### config.mk
export PLATFORM = sky130hd
export DESIGN_NAME = modbus_rtu_response_parser_flat
export DESIGN_NICKNAME = d
export VERILOG_FILES = /design/src/sv/mrp_pkg.sv /design/src/sv/mrp_if.sv /design/src/sv/mrp_cfg_regs.sv /design/src/sv/mrp_parser_core.sv /design/src/sv/modbus_rtu_response_parser.sv /design/src/flat_wrapper.sv
export VERILOG_INCLUDE_DIRS = /design/src /design/src/sv
export SDC_FILE = /design/constraint.sdc
export NUM_CORES = 1
export LEC_CHECK = 0
export ABC_AREA = 0
export BUFFER_PORTS_ARGS = -buffer_cell sky130_fd_sc_hd__buf_4
export CAP_MARGIN = 40
export CORE_ASPECT_RATIO = 2
export CORE_MARGIN = 4
export CORE_UTILIZATION = 45
export DETAILED_ROUTE_END_ITERATION = 8
export GPL_ROUTABILITY_DRIVEN = 0
export GPL_TIMING_DRIVEN = 0
export PLACE_DENSITY = 0.76
export SYNTH_ARGS = -nofsm -noshare
export SYNTH_HDL_FRONTEND = slang
export SYNTH_SLANG_ARGS = --single-unit
### constraint.sdc
create_clock -name clk -period 6.73 [get_ports clk]
set_clock_uncertainty 0.2 [all_clocks]
set_input_delay 0.3365 -clock clk [delete_from_list [all_inputs] [get_ports clk]]
set_output_delay 0.3365 -clock clk [all_outputs]
set_load 0.01 [all_outputs]
### src/sv/modbus_rtu_response_parser_macros.svh
// assertion macros used by the response parser core
`ifndef MODBUS_RTU_RESPONSE_PARSER_MACROS_SVH
`define MODBUS_RTU_RESPONSE_PARSER_MACROS_SVH

// same-cycle implication, checked on clk with rst_n low masking
`define MRP_ASSERT_NOW(label, ante, cons) \
    label: assert property (@(posedge clk) disable iff (!rst_n) (ante) |-> (cons)) \
        else $error("parser check failed");

// next-cycle implication, checked on clk with rst_n low masking
`define MRP_ASSERT_NEXT(label, ante, cons) \
    label: assert property (@(posedge clk) disable iff (!rst_n) (ante) |=> (cons)) \
        else $error("parser check failed");

`endif

### src/sv/mrp_pkg.sv
// types, constants and the crc byte update for the response parser
`timescale 1ns / 1ps

package mrp_pkg;

    // payload limit default and fixed frame constants
    localparam int MAX_PAYLOAD_DEF = 16;
    localparam int DIST_BASE = 6;
    localparam int DIST_BYTES = 6;

    localparam logic [7:0] FUNC_READ = 8'h04;
    localparam logic [7:0] FUNC_WRITE_SINGLE = 8'h06;
    localparam logic [7:0] FUNC_WRITE_MULTI = 8'h10;

    localparam logic [15:0] CRC_INIT = 16'hFFFF;
    localparam logic [15:0] CRC_POLY = 16'hA001;

    // configuration port
    localparam int APB_ADDR_W = 2;
    localparam int APB_DATA_W = 32;
    localparam logic [APB_ADDR_W-1:0] REG_SLAVE_ADDRESS = 2'd0;
    localparam logic [7:0] SLAVE_ADDRESS_RESET = 8'h01;

    typedef enum logic [2:0] {
        PH_IDLE    = 3'd0,
        PH_FUNC    = 3'd1,
        PH_COUNT   = 3'd2,
        PH_PAYLOAD = 3'd3,
        PH_WRITE   = 3'd4,
        PH_DISCARD = 3'd5
    } phase_t;

    typedef enum logic [2:0] {
        ST_NONE          = 3'd0,
        ST_READ_OK       = 3'd1,
        ST_WRITE_OK      = 3'd2,
        ST_CRC_BAD       = 3'd3,
        ST_COUNT_REFUSED = 3'd4,
        ST_HEADER_BAD    = 3'd5
    } frame_status_t;

    typedef struct packed {
        frame_status_t status;
        logic [15:0]   distance_first;
        logic [15:0]   distance_second;
        logic [15:0]   distance_third;
        logic          crc_flag;
    } mrp_result_t;

    // one byte through the reflected crc-16
    function automatic logic [15:0] crc_byte(input logic [15:0] crc_in, input logic [7:0] b);
        logic [15:0] c;
        c = crc_in ^ {8'h00, b};
        for (int i = 0; i < 8; i++) begin
            if (c[0])
                c = (c >> 1) ^ CRC_POLY;
            else
                c = c >> 1;
        end
        return c;
    endfunction

endpackage

### src/sv/mrp_if.sv
// valid/ready channel interfaces for received bytes and frame results
`timescale 1ns / 1ps

interface mrp_in_if;
    logic       valid;
    logic       ready;
    logic       req_type;
    logic [7:0] rx_byte;

    modport source (output valid, output req_type, output rx_byte, input ready);
    modport sink (input valid, input req_type, input rx_byte, output ready);
endinterface

interface mrp_out_if;
    logic        valid;
    logic        ready;
    logic [2:0]  frame_status;
    logic [15:0] distance_first;
    logic [15:0] distance_second;
    logic [15:0] distance_third;
    logic        crc_error_flag;

    modport source (
        output valid, output frame_status, output distance_first,
        output distance_second, output distance_third, output crc_error_flag,
        input ready
    );
    modport sink (
        input valid, input frame_status, input distance_first,
        input distance_second, input distance_third, input crc_error_flag,
        output ready
    );
endinterface

### src/sv/mrp_cfg_regs.sv
// apb configuration register holding the expected slave address
`timescale 1ns / 1ps

module mrp_cfg_regs (
    input  logic                           clk,
    input  logic                           rst_n,
    input  logic                           psel,
    input  logic                           penable,
    input  logic                           pwrite,
    input  logic [mrp_pkg::APB_ADDR_W-1:0] paddr,
    input  logic [mrp_pkg::APB_DATA_W-1:0] pwdata,
    output logic [mrp_pkg::APB_DATA_W-1:0] prdata,
    output logic                           pready,
    output logic [7:0]                     slave_address
);

    logic [7:0] slave_address_reg;
    logic [7:0] slave_address_next;
    logic       wr_en;

    // write decode
    assign wr_en = psel && penable && pwrite && pready;

    always_comb
    begin
        slave_address_next = slave_address_reg;
        if (wr_en && (paddr == mrp_pkg::REG_SLAVE_ADDRESS))
            slave_address_next = pwdata[7:0];
    end

    always_ff @(posedge clk or negedge rst_n)
    begin
        if (!rst_n)
            slave_address_reg <= mrp_pkg::SLAVE_ADDRESS_RESET;
        else
            slave_address_reg <= slave_address_next;
    end

    // read mux
    always_comb
    begin
        unique case (paddr)
            mrp_pkg::REG_SLAVE_ADDRESS: prdata = {{(mrp_pkg::APB_DATA_W-8){1'b0}},
                                                  slave_address_reg};
            default:                    prdata = '0;
        endcase
    end

    assign pready = 1'b1;
    assign slave_address = slave_address_reg;

endmodule

### src/sv/mrp_parser_core.sv
// frame parse state, running crc and distance byte buffer
`timescale 1ns / 1ps
`include "modbus_rtu_response_parser_macros.svh"

module mrp_parser_core #(
    parameter int MAX_PAYLOAD = mrp_pkg::MAX_PAYLOAD_DEF
) (
    input  logic                 clk,
    input  logic                 rst_n,
    input  logic [7:0]           slave_address,
    input  logic                 item_valid,
    input  logic                 req_type,
    input  logic [7:0]           rx_byte,
    output mrp_pkg::mrp_result_t result
);

    localparam int BufDepth = MAX_PAYLOAD + 6;
    localparam int PosW = $clog2(BufDepth + 1);
    localparam int LenW = $clog2(MAX_PAYLOAD + 1);

    mrp_pkg::phase_t phase_reg, phase_next;
    logic [PosW-1:0] wpos_reg, wpos_next;
    logic [PosW-1:0] pcnt_reg, pcnt_next;
    logic [LenW-1:0] plen_reg, plen_next;
    logic            sticky_reg, sticky_next;
    logic [15:0]     crc_reg, crc_next;
    logic [15:0]     crc_prev_reg, crc_prev_next;
    logic [7:0]      last_byte_reg, last_byte_next;
    logic [7:0]      count_hi_reg, count_hi_next;
    logic [7:0]      dist_reg [mrp_pkg::DIST_BYTES];
    logic [7:0]      dist_next [mrp_pkg::DIST_BYTES];

    logic            store_req;
    logic [PosW-1:0] store_pos;
    logic            store_en;
    logic            crc_ok;
    mrp_pkg::frame_status_t status;

    // frame check: crc over all bytes before the trailer against the two trailer bytes
    assign crc_ok = (crc_prev_reg == {rx_byte, last_byte_reg});

    // buffer position for this byte, address byte always lands at zero
    assign store_req = item_valid && !req_type && (phase_reg == mrp_pkg::PH_IDLE ||
                       phase_reg == mrp_pkg::PH_FUNC || phase_reg == mrp_pkg::PH_COUNT ||
                       phase_reg == mrp_pkg::PH_PAYLOAD || phase_reg == mrp_pkg::PH_WRITE) &&
                       !(phase_reg == mrp_pkg::PH_IDLE && rx_byte != slave_address);
    assign store_pos = (phase_reg == mrp_pkg::PH_IDLE) ? '0 : wpos_reg;
    assign store_en  = store_req && (store_pos < PosW'(BufDepth));

    // byte store, crc update and distance buffer
    always_comb
    begin
        crc_next       = crc_reg;
        crc_prev_next  = crc_prev_reg;
        last_byte_next = last_byte_reg;
        for (int k = 0; k < mrp_pkg::DIST_BYTES; k++)
            dist_next[k] = dist_reg[k];
        if (store_en) begin
            crc_prev_next  = (store_pos == '0) ? mrp_pkg::CRC_INIT : crc_reg;
            crc_next       = mrp_pkg::crc_byte(crc_prev_next, rx_byte);
            last_byte_next = rx_byte;
            for (int k = 0; k < mrp_pkg::DIST_BYTES; k++)
                if (store_pos == PosW'(mrp_pkg::DIST_BASE + k))
                    dist_next[k] = rx_byte;
        end
    end

    // phase and counter update
    always_comb
    begin
        phase_next    = phase_reg;
        wpos_next     = wpos_reg;
        pcnt_next     = pcnt_reg;
        plen_next     = plen_reg;
        sticky_next   = sticky_reg;
        count_hi_next = count_hi_reg;
        status        = mrp_pkg::ST_NONE;
        if (store_en)
            wpos_next = store_pos + PosW'(1);
        if (item_valid) begin
            if (req_type) begin
                phase_next = mrp_pkg::PH_IDLE;
                wpos_next  = '0;
                pcnt_next  = '0;
            end else begin
                unique case (phase_reg)
                    mrp_pkg::PH_IDLE:
                    begin
                        if (rx_byte == slave_address) begin
                            phase_next = mrp_pkg::PH_FUNC;
                        end else begin
                            phase_next = mrp_pkg::PH_DISCARD;
                            wpos_next  = '0;
                            status     = mrp_pkg::ST_HEADER_BAD;
                        end
                    end
                    mrp_pkg::PH_FUNC:
                    begin
                        pcnt_next = '0;
                        if (rx_byte == mrp_pkg::FUNC_READ) begin
                            phase_next = mrp_pkg::PH_COUNT;
                        end else if (rx_byte == mrp_pkg::FUNC_WRITE_SINGLE ||
                                     rx_byte == mrp_pkg::FUNC_WRITE_MULTI) begin
                            phase_next = mrp_pkg::PH_WRITE;
                        end else begin
                            phase_next = mrp_pkg::PH_DISCARD;
                            wpos_next  = '0;
                            status     = mrp_pkg::ST_HEADER_BAD;
                        end
                    end
                    mrp_pkg::PH_COUNT:
                    begin
                        pcnt_next = pcnt_reg + PosW'(1);
                        if (pcnt_reg == PosW'(0)) begin
                            count_hi_next = rx_byte;
                        end else begin
                            pcnt_next = '0;
                            if (count_hi_reg == 8'h00 && rx_byte <= 8'(MAX_PAYLOAD)) begin
                                plen_next  = LenW'(rx_byte);
                                phase_next = mrp_pkg::PH_PAYLOAD;
                            end else begin
                                phase_next = mrp_pkg::PH_IDLE;
                                wpos_next  = '0;
                                status     = mrp_pkg::ST_COUNT_REFUSED;
                            end
                        end
                    end
                    mrp_pkg::PH_PAYLOAD:
                    begin
                        pcnt_next = pcnt_reg + PosW'(1);
                        if (pcnt_reg == PosW'(plen_reg) + PosW'(1)) begin
                            if (crc_ok) begin
                                sticky_next = 1'b0;
                                status      = mrp_pkg::ST_READ_OK;
                            end else begin
                                sticky_next = 1'b1;
                                status      = mrp_pkg::ST_CRC_BAD;
                            end
                            phase_next = mrp_pkg::PH_IDLE;
                            wpos_next  = '0;
                            pcnt_next  = '0;
                        end
                    end
                    mrp_pkg::PH_WRITE:
                    begin
                        pcnt_next = pcnt_reg + PosW'(1);
                        if (pcnt_reg == PosW'(2)) begin
                            if (crc_ok) begin
                                status = mrp_pkg::ST_WRITE_OK;
                            end else begin
                                sticky_next = 1'b1;
                                status      = mrp_pkg::ST_CRC_BAD;
                            end
                            phase_next = mrp_pkg::PH_IDLE;
                            wpos_next  = '0;
                            pcnt_next  = '0;
                        end
                    end
                    mrp_pkg::PH_DISCARD:
                    begin
                        phase_next = mrp_pkg::PH_DISCARD;
                    end
                    default:
                    begin
                        phase_next = mrp_pkg::PH_IDLE;
                    end
                endcase
            end
        end
    end

    // result fields, distances include a byte stored this cycle
    always_comb
    begin
        result.status          = status;
        result.crc_flag        = sticky_next;
        result.distance_first  = '0;
        result.distance_second = '0;
        result.distance_third  = '0;
        if (status == mrp_pkg::ST_READ_OK) begin
            result.distance_first  = {dist_next[0], dist_next[1]};
            result.distance_second = {dist_next[2], dist_next[3]};
            result.distance_third  = {dist_next[4], dist_next[5]};
        end
    end

    // control state
    always_ff @(posedge clk or negedge rst_n)
    begin
        if (!rst_n) begin
            phase_reg  <= mrp_pkg::PH_IDLE;
            wpos_reg   <= '0;
            pcnt_reg   <= '0;
            plen_reg   <= '0;
            sticky_reg <= 1'b0;
            for (int k = 0; k < mrp_pkg::DIST_BYTES; k++)
                dist_reg[k] <= 8'h00;
        end else begin
            phase_reg  <= phase_next;
            wpos_reg   <= wpos_next;
            pcnt_reg   <= pcnt_next;
            plen_reg   <= plen_next;
            sticky_reg <= sticky_next;
            for (int k = 0; k < mrp_pkg::DIST_BYTES; k++)
                dist_reg[k] <= dist_next[k];
        end
    end

    // crc and header scratch
    always_ff @(posedge clk)
    begin
        crc_reg       <= crc_next;
        crc_prev_reg  <= crc_prev_next;
        last_byte_reg <= last_byte_next;
        count_hi_reg  <= count_hi_next;
    end

    // checks
    `MRP_ASSERT_NOW(a_read_ok_clears_flag, item_valid && result.status == mrp_pkg::ST_READ_OK, !result.crc_flag)
    `MRP_ASSERT_NOW(a_crc_bad_sets_flag, item_valid && result.status == mrp_pkg::ST_CRC_BAD, result.crc_flag)
    `MRP_ASSERT_NOW(a_dist_zero_unless_read, result.status != mrp_pkg::ST_READ_OK, result.distance_first == 16'h0000 && result.distance_third == 16'h0000)
    `MRP_ASSERT_NEXT(a_discard_holds, item_valid && !req_type && phase_reg == mrp_pkg::PH_DISCARD, phase_reg == mrp_pkg::PH_DISCARD)
    `MRP_ASSERT_NOW(a_pos_in_range, 1'b1, wpos_reg <= PosW'(BufDepth))

endmodule

### src/sv/modbus_rtu_response_parser.sv
// Modbus RTU response parser: takes one received byte (or a resync item) per
// transaction and returns exactly one result transaction for each. Sustained
// rate is one transaction per clock; each accepted input is held in the input
// register, goes through the parse step with its crc-16 byte update, and is
// captured in the result register that drives the result channel. The input
// side stalls only while both the input and result registers are full and the
// result side is not ready. slave_address sits at byte address 0 of the APB
// port and resets to 1; write it only while no transaction is in flight.
`timescale 1ns / 1ps

module modbus_rtu_response_parser #(
    parameter int MAX_PAYLOAD = mrp_pkg::MAX_PAYLOAD_DEF
) (
    input  logic                           clk,
    input  logic                           rst_n,
    mrp_in_if.sink                         in_ch,
    mrp_out_if.source                      out_ch,
    input  logic                           psel,
    input  logic                           penable,
    input  logic                           pwrite,
    input  logic [mrp_pkg::APB_ADDR_W-1:0] paddr,
    input  logic [mrp_pkg::APB_DATA_W-1:0] pwdata,
    output logic [mrp_pkg::APB_DATA_W-1:0] prdata,
    output logic                           pready
);

    logic                 in_valid_reg, in_valid_next;
    logic                 in_req_reg;
    logic [7:0]           in_byte_reg;
    logic                 res_valid_reg, res_valid_next;
    mrp_pkg::mrp_result_t res_reg;
    mrp_pkg::mrp_result_t core_result;
    logic [7:0]           slave_address;
    logic                 advance;
    logic                 proc;

    // configuration register
    mrp_cfg_regs u_cfg (
        .clk           (clk),
        .rst_n         (rst_n),
        .psel          (psel),
        .penable       (penable),
        .pwrite        (pwrite),
        .paddr         (paddr),
        .pwdata        (pwdata),
        .prdata        (prdata),
        .pready        (pready),
        .slave_address (slave_address)
    );

    // pipeline flow control
    assign advance     = !res_valid_reg || out_ch.ready;
    assign in_ch.ready = !in_valid_reg || advance;
    assign proc        = in_valid_reg && advance;

    always_comb
    begin
        in_valid_next = in_valid_reg;
        if (in_ch.ready)
            in_valid_next = in_ch.valid;
        res_valid_next = res_valid_reg;
        if (advance)
            res_valid_next = in_valid_reg;
    end

    always_ff @(posedge clk or negedge rst_n)
    begin
        if (!rst_n)
        begin
            in_valid_reg  <= 1'b0;
            res_valid_reg <= 1'b0;
        end
        else
        begin
            in_valid_reg  <= in_valid_next;
            res_valid_reg <= res_valid_next;
        end
    end

    // input and result payload registers
    always_ff @(posedge clk)
    begin
        if (in_ch.valid && in_ch.ready)
        begin
            in_req_reg  <= in_ch.req_type;
            in_byte_reg <= in_ch.rx_byte;
        end
        if (proc)
            res_reg <= core_result;
    end

    // parse step
    mrp_parser_core #(
        .MAX_PAYLOAD (MAX_PAYLOAD)
    ) u_core (
        .clk           (clk),
        .rst_n         (rst_n),
        .slave_address (slave_address),
        .item_valid    (proc),
        .req_type      (in_req_reg),
        .rx_byte       (in_byte_reg),
        .result        (core_result)
    );

    // result channel
    assign out_ch.valid           = res_valid_reg;
    assign out_ch.frame_status    = res_reg.status;
    assign out_ch.distance_first  = res_reg.distance_first;
    assign out_ch.distance_second = res_reg.distance_second;
    assign out_ch.distance_third  = res_reg.distance_third;
    assign out_ch.crc_error_flag  = res_reg.crc_flag;

endmodule

### src/flat_wrapper.sv
// flat-port wrapper written by rule: the top's interface ports become plain ports
module modbus_rtu_response_parser_flat 
#(
    parameter int MAX_PAYLOAD = mrp_pkg::MAX_PAYLOAD_DEF
)
  (clk, rst_n, psel, penable, pwrite, paddr, pwdata, prdata, pready, in_ch_valid, in_ch_req_type, in_ch_rx_byte, in_ch_ready, out_ch_valid, out_ch_frame_status, out_ch_distance_first, out_ch_distance_second, out_ch_distance_third, out_ch_crc_error_flag, out_ch_ready);
  mrp_in_if in_ch_i ();
  mrp_out_if out_ch_i ();
  input  logic clk;
  input  logic rst_n;
  input  logic psel;
  input  logic penable;
  input  logic pwrite;
  input  logic [mrp_pkg::APB_ADDR_W-1:0] paddr;
  input  logic [mrp_pkg::APB_DATA_W-1:0] pwdata;
  output logic [mrp_pkg::APB_DATA_W-1:0] prdata;
  output logic pready;
  input wire logic [$bits(in_ch_i.valid)-1:0] in_ch_valid;
  input wire logic [$bits(in_ch_i.req_type)-1:0] in_ch_req_type;
  input wire logic [$bits(in_ch_i.rx_byte)-1:0] in_ch_rx_byte;
  output wire logic [$bits(in_ch_i.ready)-1:0] in_ch_ready;
  output wire logic [$bits(out_ch_i.valid)-1:0] out_ch_valid;
  output wire logic [$bits(out_ch_i.frame_status)-1:0] out_ch_frame_status;
  output wire logic [$bits(out_ch_i.distance_first)-1:0] out_ch_distance_first;
  output wire logic [$bits(out_ch_i.distance_second)-1:0] out_ch_distance_second;
  output wire logic [$bits(out_ch_i.distance_third)-1:0] out_ch_distance_third;
  output wire logic [$bits(out_ch_i.crc_error_flag)-1:0] out_ch_crc_error_flag;
  input wire logic [$bits(out_ch_i.ready)-1:0] out_ch_ready;
  assign in_ch_i.valid = in_ch_valid;
  assign in_ch_i.req_type = in_ch_req_type;
  assign in_ch_i.rx_byte = in_ch_rx_byte;
  assign in_ch_ready = in_ch_i.ready;
  assign out_ch_valid = out_ch_i.valid;
  assign out_ch_frame_status = out_ch_i.frame_status;
  assign out_ch_distance_first = out_ch_i.distance_first;
  assign out_ch_distance_second = out_ch_i.distance_second;
  assign out_ch_distance_third = out_ch_i.distance_third;
  assign out_ch_crc_error_flag = out_ch_i.crc_error_flag;
  assign out_ch_i.ready = out_ch_ready;
  modbus_rtu_response_parser #(.MAX_PAYLOAD(MAX_PAYLOAD)) u_core (.clk(clk), .rst_n(rst_n), .in_ch(in_ch_i), .out_ch(out_ch_i), .psel(psel), .penable(penable), .pwrite(pwrite), .paddr(paddr), .pwdata(pwdata), .prdata(prdata), .pready(pready));
endmodule
==> impl_metrics.tcl <==
set metrics [dict create \
    postSynthCellCount 607 \
    antenna_found_initial 0 \
    avgViaCountPerCell 5.06 \
    numPortBuffers 87 \
    syn_area_um2 8370 \
    wl_um 17300 \
    fin_crit_ns 3.48 \
    ys_ff_latch 181 \
    root_buffer "clkbuf_16" \
    final_nets 820 \
    crit_arrival_ns 3.41 \
    synth_edf_count 104 \
    grt_pass1_wl_um 27800 \
    row_count 70 \
    post_drt_wl_per_cell_um 17.5 \
    dp_hpwl_um 12400 \
    vias 5012 \
    drt_iter0_drc 335 \
    synth_area_per_cell_um2 13.8 \
    worstMarginPinSlew_ns 0.802 \
    initial_core_util_pct 45.7 \
    clk_latency_ns 0.43 \
    async_flop_share_pct 42.5 \
    run_status "complete, no violations" \
    clock.fmax_mhz 287 \
    maxCapViolations 0 \
    fin_cells 991 \
    ant_nets 0 \
    synth_most_common_cell "edfxtp_1" \
    slew_headroom_pct 46.5 \
    regToRegEndpoint "u_core.u_core.crc_reg[13]" \
    cts_sinks 181 \
    yosys_warnings 0 \
    post_cts_resize_count 0 \
    rsz0062_at_grt "no" \
    dieArea_um2 21000 \
    post_cts_buffers 0 \
    worstSetupPathType "reg -> reg" \
    synth_cell_types 61 \
    drc 0 \
    n_fill_cell 1458 \
    drt-pass1-iter-count 4 \
    r2r_slack_ns 3.25 \
    p_leak_nw 4.22 \
    largest_reg_flops 48 \
    hold_viol 0 \
    yosysTopAreaCell "edfxtp_1" \
    cellPowerDensity_nw_per_um2 263 \
    startpoint "u_core.in_byte_reg[0]" \
    r2r_start "u_core.in_byte_reg[0]" \
    synth_common_cells "edfxtp_1, dfrtp_1, mux2_2" \
    synth.area.top_cells "edfxtp_1, dfrtp_1, mux2_2, xnor2_1, nor2b_4" \
    required_ns 6.66 \
    grt_start_max_net_pins 60 \
    syn_to_final_growth_pct 23.1 \
    synth_top_area_share_pct 37.3 \
    critPathLaunchType "flop" \
    placed_cells 940 \
    cts_buffer_depth 2 \
    grt_overflow_total 0 \
    dieHeight_um 201 \
    slew_viol_final 0 \
    min_period_over_period_pct 51.8 \
    die_width_um 104 \
    peakVddDrop_mv 0.200 \
    synth_ff_type "edfxtp_1" \
    diodes 0 \
    critPathCapture "u_core.u_core.crc_reg[13]" \
    synth_seq_area_share_pct 60.3 \
    htreeDepth 4 \
    cts_tree "built" \
    fin_tns_setup_ns 0 \
    hold_class "in -> reg" \
    track_usage_pct 17.1 \
    first_global_vias 5266 \
    io_pins 137 \
    cts_buffers 17 \
    rr_worst_depth 7 \
    hold_buffers 19 \
    cts.clk_slew.worst_paths_ns 0.07 \
    drive_gt1_share_pct 32.0 \
    cp_max_fo 18 \
    regArea_um2 5050 \
    core-area_um2 18300 \
    multi_input_area_um2 3040 \
    setup_violations 0 \
    end_kind "flop" \
]
==> how the worst min path moves through the flow <==
| stage | from | to | slack, ns | cells past startpoint |
|---|---|---|---|---|
| 3_5_place_dp | rst_n | u_core.u_core.pcnt_reg[2] | 0.05 | 1 |
| 4_1_cts | out_ch_ready | u_core.in_valid_reg | 0.008 | 3 |
| 6_report | out_ch_ready | u_core.in_valid_reg | 0.01 | 3 |
| 2_1_floorplan | rst_n | u_core.in_valid_reg | -0.16 | 0 |
| 3_3_place_gp | u_core.u_core.dist_reg[0] | u_core.u_core.dist_reg[0] | 0.27 | 1 |
| 5_1_grt | out_ch_ready | u_core.in_valid_reg | 0.03 | 3 |
==> stage by stage <==
stage | utilization [%] | setup slack [ns] | power [mW] | hold slack [ns] | cell area, um^2
finish | 56.3 | 3.25 | 2.71 | 0.0146 | 10300
global route | 56.3 | 3.13 | 2.83 | 0.0330 | 10300
CTS | 56.3 | 3.21 | 2.73 | 0.00779 | 10300
detailed placement | 52.0 | 3.23 | 1.73 | 0.0494 | 9510
global placement | 51.3 | 1.62 | 1.71 | 0.273 | 9380
floorplan | - | 3.17 | 1.58 | -0.159 | 8460
==> final cells by class <==
cell class	instances	area share, %
Inverter	9	0.328
Clock inverter	15	1.77
Buffer	53	3.30
Sequential cell	181	49.0
Multi-Input combinational cell	387	29.5
Timing Repair Buffer	113	9.37
Clock buffer	17	4.13
Tap cell	216	2.62
==> worst max-delay path, cell delays in order, from the launching register on <==
cell and delay [ns]:
edfxtp_1 0.52, clkbuf_1 0.65, xor2_1 0.13, nor4_1 0.56
a21oi_1 0.31, nor3_4 0.36, buf_8 0.24, buf_8 0.20
==> metal layers <==
metal | GRT usage [%] | share of wire [%] | wire [um]
met1 | 18.4 | 38 | 6500
met2 | 31.7 | 55 | 9500
met3 | 3.03 | 3.7 | 637
met4 | 8.51 | 3.8 | 658
met5 | 0 | 0 | 0
==> cells by family after synthesis <==
logic type | synth area share [%]
DFF | 60.3
and+or+nand+nor | 14.1
muxes | 8.82
xor gates and xnor gates | 6.69
buffers and inverters | 4.45
AOI/OAI and AO/OA | 4.23
adders and majority gates | 1.31
other | 0.0897
==> cells in the final DEF, fill, tap and decap left out, drive strengths merged, types with 6 or more instances in the layout <==
cell / count
dfrtp: 76
buf: 125
clkbuf: 39
inv: 17
nor2: 21
nand2b: 23
nor2b: 50
o21ai: 11
nand3: 10
mux2: 62
nor4: 6
nand4: 7
conb: 25
and2: 10
xor2: 23
nor3: 8
dlygate4sd3: 19
a21oi: 10
xnor2: 41
ha: 8
nand2: 19
clkinv: 6
edfxtp: 104
==> report_power, final <==
part	total, mW	internal [mW]	switching, mW	leakage (nW)
registers	1.30	1.26	0.0424	2.01
logic	0.408	0.179	0.230	1.91
clock network	0.998	0.534	0.463	0.297
Power figures use the tool's default switching activity.
